`src/rtl/acio_pkg.sv`:
```
// types and constants shared by the arcade input and crash logic
// no dependencies; used by every module in rtl
package acio_pkg;

	localparam logic [1:0] CMD_READ  = 2'd0;
	localparam logic [1:0] CMD_WRITE = 2'd1;
	localparam logic [1:0] CMD_TICK  = 2'd2;

	localparam logic [1:0] CFG_DIP_A = 2'd0;
	localparam logic [1:0] CFG_DIP_B = 2'd1;
	localparam logic [1:0] CFG_DIP_C = 2'd2;

	localparam logic [7:0] DIP_A_RESET = 8'h90;
	localparam logic [7:0] DIP_B_RESET = 8'hA0;
	localparam logic [7:0] DIP_C_RESET = 8'h00;

	localparam logic [15:0] WIN_MASK  = 16'hFE00;
	localparam logic [15:0] WIN_INPUT = 16'h0600;
	localparam logic [15:0] WIN_PANEL = 16'h0800;
	localparam logic [15:0] WIN_CRASH = 16'h0C00;

	localparam logic [2:0] GEAR_MIN   = 3'd1;
	localparam logic [2:0] GEAR_MAX   = 3'd4;
	localparam logic [3:0] CRASH_FULL = 4'hF;
	localparam logic [6:0] PANEL_FLIP = 7'h0F;

	localparam logic [1:0] TRACK_NOVICE = 2'd0;
	localparam logic [1:0] TRACK_EXPERT = 2'd1;
	localparam logic [1:0] TRACK_PRO    = 2'd2;

	localparam logic [1:0] SEL_DIP_A = 2'd0;
	localparam logic [1:0] SEL_DIP_B = 2'd1;
	localparam logic [1:0] SEL_GEAR  = 2'd2;
	localparam logic [1:0] SEL_STEER = 2'd3;

	localparam logic [2:0] SEL_TRACK_EXPERT = 3'd4;
	localparam logic [2:0] SEL_TRACK_NOVICE = 3'd5;
	localparam logic [2:0] SEL_PHASE        = 3'd6;
	localparam logic [2:0] SEL_NONE         = 3'd7;

	typedef struct packed {
		logic [1:0]  command;
		logic [15:0] address;
		logic [7:0]  write_data;
		logic [6:0]  panel_buttons;
		logic [1:0]  gear_buttons;
		logic [1:0]  steer_buttons;
		logic        vblank;
	} item_t;

	typedef struct packed {
		logic [7:0] dip_a;
		logic [7:0] dip_b;
		logic [7:0] dip_c;
	} dips_t;

	function automatic logic [7:0] gear_code(input logic [2:0] gear);
		logic [7:0] code;
		unique case (gear)
			3'd1:    code = 8'hE0;
			3'd2:    code = 8'hD0;
			3'd3:    code = 8'hB0;
			3'd4:    code = 8'h70;
			default: code = 8'hE0;
		endcase
		return code;
	endfunction

endpackage

```
`src/rtl/acio_in_stage.sv`:
```
// input register stage for bus requests and frame ticks
// depends on acio_pkg for the item type
module acio_in_stage (
	input  logic           clk,
	input  logic           arst_n,
	input  logic           in_valid,
	output logic           in_stall,
	input  acio_pkg::item_t item,
	input  logic           advance,
	output logic           valid_s1,
	output acio_pkg::item_t item_s1
);

	logic accept;

	assign in_stall = valid_s1 & ~advance;
	assign accept   = in_valid & ~in_stall;

	always_ff @(posedge clk or negedge arst_n) begin
		if (!arst_n) begin
			valid_s1 <= 1'b0;
		end else if (accept) begin
			valid_s1 <= 1'b1;
		end else if (advance) begin
			valid_s1 <= 1'b0;
		end
	end

	always_ff @(posedge clk) begin
		if (accept) begin
			item_s1 <= item;
		end
	end

endmodule

```
`src/rtl/acio_datapath.sv`:
```
// board state, read decode and crash countdown with the result register
// depends on acio_pkg for types, codes and address windows
module acio_datapath #(
	parameter int CRASH_FRAME_DIVIDE = 7
) (
	input  logic            clk,
	input  logic            arst_n,
	input  logic            valid_s1,
	input  acio_pkg::item_t item_s1,
	input  acio_pkg::dips_t dips,
	output logic            advance,
	output logic            out_valid,
	input  logic            out_stall,
	output logic [7:0]      read_data,
	output logic            screen_invert,
	output logic [3:0]      crash_level
);

	localparam logic [2:0] DIVIDE = 3'(CRASH_FRAME_DIVIDE);

	logic [2:0] gear_q, gear_d;
	logic [1:0] prior_q, prior_d;
	logic [1:0] track_q, track_d;
	logic [1:0] phase_q, phase_d;
	logic       enable_q, enable_d;
	logic       armed_q, armed_d;
	logic [3:0] count_q, count_d;
	logic [2:0] div_q, div_d;
	logic       invert_q, invert_d;
	logic [7:0] rd_d;

	logic       out_valid_q;
	logic [7:0] rd_q;
	logic       invert_out_q;
	logic [3:0] level_q;

	logic [15:0] win;
	logic [1:0]  rise;
	logic [6:0]  port;
	logic [2:0]  div_inc;
	logic [3:0]  count_dec;
	logic [7:0]  steer;

	assign advance = valid_s1 & (~out_valid_q | ~out_stall);

	assign win       = item_s1.address & acio_pkg::WIN_MASK;
	assign rise      = item_s1.gear_buttons & ~prior_q;
	assign port      = item_s1.panel_buttons ^ acio_pkg::PANEL_FLIP;
	assign div_inc   = div_q + 3'd1;
	assign count_dec = count_q - 4'd1;
	assign steer     = item_s1.steer_buttons[0] ? 8'hC0 :
		(item_s1.steer_buttons[1] ? 8'h80 : 8'h00);

	always_comb begin
		gear_d   = gear_q;
		prior_d  = prior_q;
		track_d  = track_q;
		phase_d  = phase_q;
		enable_d = enable_q;
		armed_d  = armed_q;
		count_d  = count_q;
		div_d    = div_q;
		invert_d = invert_q;
		rd_d     = 8'h00;
		unique case (item_s1.command)
			acio_pkg::CMD_READ: begin
				if (win == acio_pkg::WIN_INPUT) begin
					prior_d = item_s1.gear_buttons;
					if (rise[0] && !rise[1] && gear_q != acio_pkg::GEAR_MAX) begin
						gear_d = gear_q + 3'd1;
					end else if (rise[1] && !rise[0] && gear_q != acio_pkg::GEAR_MIN) begin
						gear_d = gear_q - 3'd1;
					end
					unique case (item_s1.address[1:0])
						acio_pkg::SEL_DIP_A: rd_d = dips.dip_a;
						acio_pkg::SEL_DIP_B: rd_d = {dips.dip_b[7], item_s1.vblank,
							dips.dip_b[5:0]};
						acio_pkg::SEL_GEAR:  rd_d = acio_pkg::gear_code(gear_d);
						acio_pkg::SEL_STEER: rd_d = (dips.dip_c & 8'h20) | steer;
						default:             rd_d = 8'h00;
					endcase
				end else if (win == acio_pkg::WIN_PANEL) begin
					phase_d = (phase_q == 2'd2) ? 2'd0 : phase_q + 2'd1;
					priority if (port[4]) begin
						track_d = acio_pkg::TRACK_NOVICE;
					end else if (port[5]) begin
						track_d = acio_pkg::TRACK_EXPERT;
					end else if (port[6]) begin
						track_d = acio_pkg::TRACK_PRO;
					end else begin
						track_d = track_q;
					end
					if (!item_s1.address[2]) begin
						rd_d = {port[item_s1.address[1:0]], 7'd0};
					end else begin
						unique case (item_s1.address[2:0])
							acio_pkg::SEL_TRACK_EXPERT:
								rd_d = {track_d == acio_pkg::TRACK_EXPERT, 7'd0};
							acio_pkg::SEL_TRACK_NOVICE:
								rd_d = {track_d == acio_pkg::TRACK_NOVICE, 7'd0};
							acio_pkg::SEL_PHASE:
								rd_d = {phase_d == 2'd0, 7'd0};
							acio_pkg::SEL_NONE:
								rd_d = 8'h00;
							default:
								rd_d = 8'h00;
						endcase
					end
				end
			end
			acio_pkg::CMD_WRITE: begin
				if (win == acio_pkg::WIN_CRASH) begin
					enable_d = item_s1.write_data[0];
					if (!item_s1.write_data[0]) begin
						armed_d  = 1'b1;
						count_d  = acio_pkg::CRASH_FULL;
						invert_d = 1'b1;
					end
				end
			end
			acio_pkg::CMD_TICK: begin
				if (div_inc == DIVIDE) begin
					div_d = 3'd0;
					if (enable_q && armed_q) begin
						count_d  = count_dec;
						armed_d  = (count_dec != 4'd0);
						invert_d = count_dec[0];
					end
				end else begin
					div_d = div_inc;
				end
			end
			default: begin
			end
		endcase
	end

	always_ff @(posedge clk or negedge arst_n) begin
		if (!arst_n) begin
			gear_q      <= acio_pkg::GEAR_MIN;
			prior_q     <= 2'd0;
			track_q     <= acio_pkg::TRACK_NOVICE;
			phase_q     <= 2'd0;
			enable_q    <= 1'b0;
			armed_q     <= 1'b0;
			count_q     <= 4'd0;
			div_q       <= 3'd0;
			invert_q    <= 1'b0;
			out_valid_q <= 1'b0;
		end else begin
			if (advance) begin
				gear_q   <= gear_d;
				prior_q  <= prior_d;
				track_q  <= track_d;
				phase_q  <= phase_d;
				enable_q <= enable_d;
				armed_q  <= armed_d;
				count_q  <= count_d;
				div_q    <= div_d;
				invert_q <= invert_d;
			end
			if (advance) begin
				out_valid_q <= 1'b1;
			end else if (!out_stall) begin
				out_valid_q <= 1'b0;
			end
		end
	end

	always_ff @(posedge clk) begin
		if (advance) begin
			rd_q         <= rd_d;
			invert_out_q <= invert_d;
			level_q      <= armed_d ? count_d : 4'd0;
		end
	end

	assign out_valid     = out_valid_q;
	assign read_data     = rd_q;
	assign screen_invert = invert_out_q;
	assign crash_level   = level_q;

endmodule

```
`src/rtl/arcade_input_and_crash_io_core.sv`:
```
// top level of the arcade input and crash logic: dip registers and stage wiring
// depends on acio_pkg, acio_in_stage and acio_datapath
//
// channel   handshake            payload
// in        in_valid / in_stall  command address write_data panel_buttons
//                                gear_buttons steer_buttons vblank
// out       out_valid/out_stall  read_data screen_invert crash_level
// cfg       cfg_valid/cfg_ready  cfg_index cfg_data
//
// one request per cycle while out_stall does not hold the result; each result passes
// through the input register, then the result register, before it is on the outputs;
// the single decode and update stage sets the rate
// arst_n clears all board state and loads the dip reset values
// a stalled output holds its result while one more request waits in the
// input register; cfg_ready is always high
module arcade_input_and_crash_io_core #(
	parameter int CRASH_FRAME_DIVIDE = 7
) (
	input  logic        clk,
	input  logic        arst_n,
	input  logic        in_valid,
	output logic        in_stall,
	input  logic [1:0]  command,
	input  logic [15:0] address,
	input  logic [7:0]  write_data,
	input  logic [6:0]  panel_buttons,
	input  logic [1:0]  gear_buttons,
	input  logic [1:0]  steer_buttons,
	input  logic        vblank,
	output logic        out_valid,
	input  logic        out_stall,
	output logic [7:0]  read_data,
	output logic        screen_invert,
	output logic [3:0]  crash_level,
	input  logic        cfg_valid,
	output logic        cfg_ready,
	input  logic [1:0]  cfg_index,
	input  logic [7:0]  cfg_data
);

	acio_pkg::dips_t dips_q;
	acio_pkg::item_t item;
	acio_pkg::item_t item_s1;
	logic            valid_s1;
	logic            advance;

	assign cfg_ready = 1'b1;

	always_ff @(posedge clk or negedge arst_n) begin
		if (!arst_n) begin
			dips_q.dip_a <= acio_pkg::DIP_A_RESET;
			dips_q.dip_b <= acio_pkg::DIP_B_RESET;
			dips_q.dip_c <= acio_pkg::DIP_C_RESET;
		end else if (cfg_valid && cfg_ready) begin
			unique case (cfg_index)
				acio_pkg::CFG_DIP_A: dips_q.dip_a <= cfg_data;
				acio_pkg::CFG_DIP_B: dips_q.dip_b <= cfg_data;
				acio_pkg::CFG_DIP_C: dips_q.dip_c <= cfg_data;
				default: begin
				end
			endcase
		end
	end

	always_comb begin
		item.command       = command;
		item.address       = address;
		item.write_data    = write_data;
		item.panel_buttons = panel_buttons;
		item.gear_buttons  = gear_buttons;
		item.steer_buttons = steer_buttons;
		item.vblank        = vblank;
	end

	acio_in_stage u_in_stage (
		.clk      (clk),
		.arst_n   (arst_n),
		.in_valid (in_valid),
		.in_stall (in_stall),
		.item     (item),
		.advance  (advance),
		.valid_s1 (valid_s1),
		.item_s1  (item_s1)
	);

	acio_datapath #(
		.CRASH_FRAME_DIVIDE (CRASH_FRAME_DIVIDE)
	) u_datapath (
		.clk           (clk),
		.arst_n        (arst_n),
		.valid_s1      (valid_s1),
		.item_s1       (item_s1),
		.dips          (dips_q),
		.advance       (advance),
		.out_valid     (out_valid),
		.out_stall     (out_stall),
		.read_data     (read_data),
		.screen_invert (screen_invert),
		.crash_level   (crash_level)
	);

endmodule

```
`config.mk`:
```
export PLATFORM = sky130hd
export DESIGN_NAME = arcade_input_and_crash_io_core
export DESIGN_NICKNAME = d
export VERILOG_FILES = /design/src/rtl/acio_pkg.sv /design/src/rtl/acio_in_stage.sv /design/src/rtl/acio_datapath.sv /design/src/rtl/arcade_input_and_crash_io_core.sv
export SDC_FILE = /design/constraint.sdc
export NUM_CORES = 1
export LEC_CHECK = 0
export BUFFER_PORTS_ARGS = -buffer_cell sky130_fd_sc_hd__buf_2
export CAP_MARGIN = 15
export CORE_ASPECT_RATIO = 0.8
export CORE_MARGIN = 4
export CORE_UTILIZATION = 57
export CTS_BUF_LIST = sky130_fd_sc_hd__clkbuf_4 sky130_fd_sc_hd__clkbuf_8
export DETAILED_ROUTE_END_ITERATION = 12
export PLACE_DENSITY = 0.85
export SLEW_MARGIN = 10
export SYNTH_ARGS = -nofsm -noshare
export SYNTH_HDL_FRONTEND = slang
export SYNTH_SLANG_ARGS = --single-unit
```
`constraint.sdc`:
```
create_clock -name clk -period 2.5 [get_ports clk]
set_clock_uncertainty 0.05 [all_clocks]
set_input_delay 0.375 -clock clk [delete_from_list [all_inputs] [get_ports clk]]
set_output_delay 0.375 -clock clk [all_outputs]
set_load 0.03 [all_outputs]
```
### Word-level counts from Yosys, hierarchy flattened

Index checks and enable logic that the tools add are counted.

* bits in registers: 87
* input port bits: 53
* logic and storage cells: 127

* add/subtract/negate cells: 5
* magnitude comparators: 1
* eq/ne operators: 22
* mux-type cells: 41
* bitwise logic cells: 13
* reductions and logical operators: 21

Operator list (count)
* 8-bit case mux with 3 select lines: 2
* 8-bit two-way mux: 5
* 8-bit case mux with 4 select lines: 1
* 4-bit two-way mux: 4
* 3-bit == test, second input constant: 5
* 3-bit two-way mux: 5
* 7-bit by 3-bit == test with 1-bit output, second input constant: 2
* 2-bit two-way mux: 7
* 1-bit two-way mux: 13
* 2-bit == test, second input constant: 5
* 2-bit zero test: 5
* 2-bit by 1-bit == test with 1-bit output, second input constant: 4
* 6-bit by 8-bit OR with 8-bit output: 1
* 4-bit case mux with 2 select lines: 1
* 2-bit AND reduction: 4
* 7-bit by 2-bit == test with 1-bit output, second input constant: 1
* 3-bit by 1-bit adder with 3-bit output, second input constant: 2
* 3-bit by 2-bit == test with 1-bit output, second input constant: 2
* 3-bit AND reduction: 2
* 1-bit logical AND: 5
* 1-bit NOT: 5
* 2-bit by 4-bit < comparator with 1-bit output, second input constant: 1
* 4-bit NOT: 1
* 1-bit case mux with 2 select lines: 2
* 15 further kinds: 18

### Depth between registers and ports, before layout

* word-level depth: 13
* depth in mapped cells: 8
* depth with buffers taken out: 8

### Hierarchy

Synthesis repeated with hierarchy kept, for this count alone.

* cells, all modules: 332
* area, all modules: 4349.2 um2

By module, submodules not included
* acio_datapath: instances 1, cells each 236, area an instance 2222.1 um2, sequential area each 892.1 um2
* acio_in_stage: instances 1, cells each 43, area an instance 1198.6 um2, sequential area each 1166.1 um2
* arcade_input_and_crash_io_core: instances 1, cells each 53, area an instance 928.4 um2, sequential area each 605.6 um2

### Least setup slack after synthesis

No wires, ideal clock.

* kind: register -> register
* from: register u_datapath.gear_q[0]
* to: register u_datapath.rd_q[4] (netlist: u_datapath.read_data[4]) (data pin)
* setup time: 0.265 ns
* arrival time: 1.987 ns
* data required time: 2.185 ns
* slack: 0.198 ns
* cell stages (with the launch flop): 8
* buffers on the path: 0
* period minus slack after synthesis: 2.302 ns
* path through: dfstp_2 -> inv_1 -> ha_1 -> a2111oi_4 -> a22o_4 -> xor2_2 -> mux2i_1 -> o32ai_2

* cells in the longest elaborated chain, start to end: 10
* elaborated cells on any way between the ends: 16
* those cells by class: add/sub: 2; eq/ne: 5; mux: 7; reduce/logical: 2

Ends and longest elaborated chain
* from (decl): line acio_datapath.sv:21 `logic [2:0] gear_q, gear_d;`
* from (signal assigned): line acio_datapath.sv:140 `gear_q <= acio_pkg::GEAR_MIN;`
* from (signal assigned): line acio_datapath.sv:152 `gear_q <= gear_d;`
* branches (longest 3 deep; another with 3-bit by 1-bit subtractor with 3-bit output)
* 3-bit two-way mux *: line acio_datapath.sv:69 `if (rise[0] && !rise[1] && gear_q != acio_pkg::GEAR_MAX) begin`
* 3-bit two-way mux *: line acio_datapath.sv:67 `if (win == acio_pkg::WIN_INPUT) begin`
* 3-bit two-way mux *: line acio_datapath.sv:65 `unique case (item_s1.command)`
* 3-bit == test / 3-bit by 2-bit == test with 1-bit output (equally long branches): line acio_pkg.sv:59 `unique case (gear)`
* 8-bit case mux with 3 select lines *: line acio_pkg.sv:59
* 8-bit case mux with 4 select lines *: line acio_datapath.sv:74 `unique case (item_s1.address[1:0])`
* 8-bit two-way mux *: line acio_datapath.sv:67
* to (signal assigned): line acio_datapath.sv:172 `rd_q <= rd_d;`
* to (decl): line acio_datapath.sv:33 `logic [7:0] rd_q;`

Mark *: on every way between the ends. The select of a mux whose other input is x is not followed.
A chain may end at the register's enable or synchronous reset.

### Worst setup path after layout

Ends and elaborated chain as after synthesis.

==> results summary <==
The portion of total power attributed to the clock network is 35.7%. The final count of negative-setup-slack endpoints came out at 0. Of all cell types, the one taking the most synthesized area is edfxtp_1.

The height of the chip came out at 78.2 µm. STA classifies the critical path startpoint as a flip-flop. TritonCTS built the clock tree. Among all flip-flop cells after synthesis, the most frequent one is edfxtp_1. The switching power came out at between 700 and 800 µW. The fraction of power spent switching nets is 24.8%. The initial antenna violation count is 0. Yosys attributes the largest share of cell area to edfxtp_1, dfrtp_1, mux2_2, ha_1, dfstp_2. The kind of end point of the critical path is a flip-flop. The total of warnings raised by yosys came out at 0. The synthesized flop and latch total came out at 75. Once detail routing completed, the nets flagged for antenna violations numbered 0.

The clock latency reported for the late side of the worst-skew pair is 360 ps. Across the run, the number of max-cap violations was 0. The part of the total power dissipated in combinational logic came out at 12.2%. The total routing resource utilization after global routing came out at 18.6%. In this run, CTS created clock tree buffers numbering 9.

The count of boundary I/O pins is 69. The worst setup path is of the flip-flop to flip-flop kind. The mean cell area of the mapped netlist is 12.5 µm². The static leakage is 0.00176 µW. The overall overflow remaining after global route came out at 0.

The fraction of the cycle the final worst path needs came out at a little over nine tenths. The number of antenna cells inserted is 0. The width of the die is 95.8 µm. Input and output buffers added on the ports amount to 54. The number of global-route vias before repair came out at between 2000 and 2500. The routed wire length came out at 6300 µm. The count of unique library cells instantiated by Yosys is 56. The first-pass GRT wire length came out at just over 10000 µm. For the worst flop-to-flop path, the logic depth is 7. The core region is 5940 µm². The number of clock sinks is 75. The highest clock frequency the design can meet came out at 0.417 GHz. The sum of buffers and inverters on the critical path is 1. The layout overhead on the synthesized area is 16.8%. The required time of the critical path came out at 2540 ps. The post-detailed-route DRC marker count came out at 0. The routability congestion estimate came out at 0.826.

The internal portion of the total power is 2160 µW. The first detailed-routing pass took 4 iterations. The detailed router finished its first iteration with between 100 and 150 violations. The kind of cell with the highest combined delay along the critical path is compound AO/OA/AOI/OAI gates. The maximum level of the CTS H-tree is 3.

The post-route non-filler standard cell count came out at about 430. The netlist area before placement is 3510 µm². In this run the core area contains 25 standard-cell rows. The routed length per placed instance is roughly 15 µm. The initial core utilization came out at 59.1%. After synthesis, the share of flip-flops with an asynchronous set or reset is 49.3%. The power density normalized to cell area is 699 nW/µm². The die area is around 7500 µm². The pre-CTS setup slack is 37.7 ps. In this run the register-to-register setup slack is 100 ps. Setup repair after global routing could not meet its margin everywhere. The signal on the critical path passes through inv_1 > ha_1 > a2111oi_4 > a22o_4 > xor2_2 > mux2i_1 > o32ai_2.

The worst vdd rail ir drop came out at 0.466 mV. The library cell used as clock root buffer is clkbuf_8. The number of pins exceeding their max-slew limit in the final report is 0. The share of the Yosys chip area taken by registers is 59.0%. The accumulated negative setup slack came out at 0 ps.

Among all cell types in the netlist, the one instantiated most often is edfxtp_1. The class of the tightest hold or removal check is input port to async pin. The hold-fix buffer count after cts is 0. By count the netlist is led by edfxtp_1, dfrtp_1, nand2_1.

The synthesized design devotes to its leading area cell type 32.5% of total area. The routed via count divided by cell count is 5.43. The highest-delay cell along the critical path is dfstp_2. The synthesized design contains 38 enable-type register cells. The number of nets in the layout came out at 406. In this run the critical register-to-register path is launched from u_datapath.gear_q[0]. Synthesis produced a netlist with a net count of 344. The clock tree buffer depth came out at 2. The fraction of layout instances using a drive strength above 1 is 31.7%.

In this run, flip-flops and latches consume 52.2% of the power. The maximum fanout count along the critical path is 4. Entering global routing, the biggest net connects 38 pins. The number of gates resized after cts is 0. The slew at the pin closest to its max-slew limit is 833 ps. The critical path arrival is around 2400 ps. The count of endpoints failing hold in the final timing report is 0.

On the worst path, the slowest cell contributes a delay of approximately 570 ps. The share of the core filled with cells in the final layout is 69.0%. The number of buffers inserted by post-CTS setup repair came out at 0. In this run the tightest slew margin relative to its limit is 44.5%.

The post-layout minimum cycle time came out at 2400 ps. The via count of the routed design came out at roughly 2300. The clock-pin transition on the worst setup and hold timing paths came out at 80 ps. The run finished with clean final reports. The half-perimeter wire length of the detailed placement result came out at 4430 µm. The reg-to-reg critical path endpoint is u_datapath.read_data[4]. The number of placed instances, taps included, is around 410.

The cell count after synthesis came out at 280. The fill cell instance count of the final layout is 413. The least setup slack across all paths after layout came out at between 100 and 150 ps.
layer usage:
metal | GRT usage [%] | wire (µm) | part of all wire (%) | vias to the layer above
met2 | 28.6 | 2970 | 47 | 88
met5 | 0 | 0 | 0 | -
met4 | 7.67 | 97 | 1.5 | 0
met1 | 24.6 | 2770 | 44 | 1089
li1 | - | - | - | 1139
met3 | 5.56 | 460 | 7.3 | 10
kinds of logic after synthesis:
logic type      Yosys count  synth area share [%]
flops                    75                  59.0
compound gates           54                  11.2
buf+inv                  23                  2.60
simple gates             81                  12.1
fa+ha+maj                11                  3.92
other cells               1                 0.107
xor+xnor                  6                  1.71
mux                      29                  9.37
worst max path at each step:
stage                                         end  depth (start not counted)  slack, ps                 start
after floorplan           u_datapath.read_data[4]                          7        200  u_datapath.gear_q[0]
after global placement    u_datapath.read_data[4]                          7        140  u_datapath.gear_q[0]
after detailed placement  u_datapath.read_data[4]                          7         40  u_datapath.gear_q[0]
after CTS                 u_datapath.read_data[4]                          7          8  u_datapath.gear_q[0]
after global routing      u_datapath.read_data[6]                          7        -20  u_datapath.gear_q[0]
final                     u_datapath.read_data[4]                          7        100  u_datapath.gear_q[0]
power by group through the flow:
| stage | Clock [µW] | Sequential (µW) | Combinational (µW) |
|---|---|---|---|
| 6_report | 1020 | 1500 | 349 |
| 5_1_grt | 1110 | 1510 | 391 |
| 4_1_cts | 1050 | 1500 | 350 |
| 3_5_place_dp | 0 | 1520 | 348 |
| 3_3_place_gp | 0 | 1510 | 336 |
| 2_1_floorplan | 0 | 1530 | 222 |
registers in the layout (all words and copies together), names as in the netlist:
| register | cells |
|---|---|
| u_datapath.out_valid | 1 |
| u_datapath.crash_level | 4 |
| u_in_stage.item_s1 | 25 |
| u_datapath.invert_q | 1 |
| u_datapath.armed_q | 1 |
| u_datapath.screen_invert | 1 |
| u_datapath.enable_q | 1 |
| u_datapath.read_data | 8 |
| u_datapath.track_q | 2 |
| u_datapath.div_q | 3 |
| u_datapath.count_q | 4 |
| u_datapath.gear_q | 3 |
| dips_q | 16 |
| u_in_stage.valid_s1 | 1 |
| u_datapath.phase_q | 2 |
| u_datapath.prior_q | 2 |
cells in the final DEF, fill, tap and decap left out, drive strengths merged, types with 4 or more instances in the layout:
master,synthesis,routed
nor2,18,18
a22o,4,4
nor2b,7,7
nand3,7,7
a31oi,4,4
inv,16,17
dfrtp,32,32
ha,11,11
o21ai,17,17
clkbuf,5,10
buf,2,58
dfstp,5,5
mux2,21,21
edfxtp,38,38
nand2,23,23
mux2i,7,7
xnor2,5,5
a21oi,8,8
nand2b,7,7
final cells by class:
class                   count  area (µm²)  area share, %
well taps                  81         101           2.47
inverters                  16        60.1           1.46
multi-input cells         182        1350           32.8
clock buffers              10         131           3.20
clock inverters             6        88.8           2.17
repair buffers             58         300           7.32
flip-flops and latches     75        2070           50.5
metrics by stage:
step           hold WS (ps)  instance area (µm²)  power, µW
2_1_floorplan          29.4                 3510       1750
3_3_place_gp            416                 3870       1850
3_5_place_dp            431                 3870       1870
4_1_cts                88.1                 4100       2890
5_1_grt                 117                 4100       3010
6_report               70.1                 4100       2870
(Power assumes the default switching activity.)
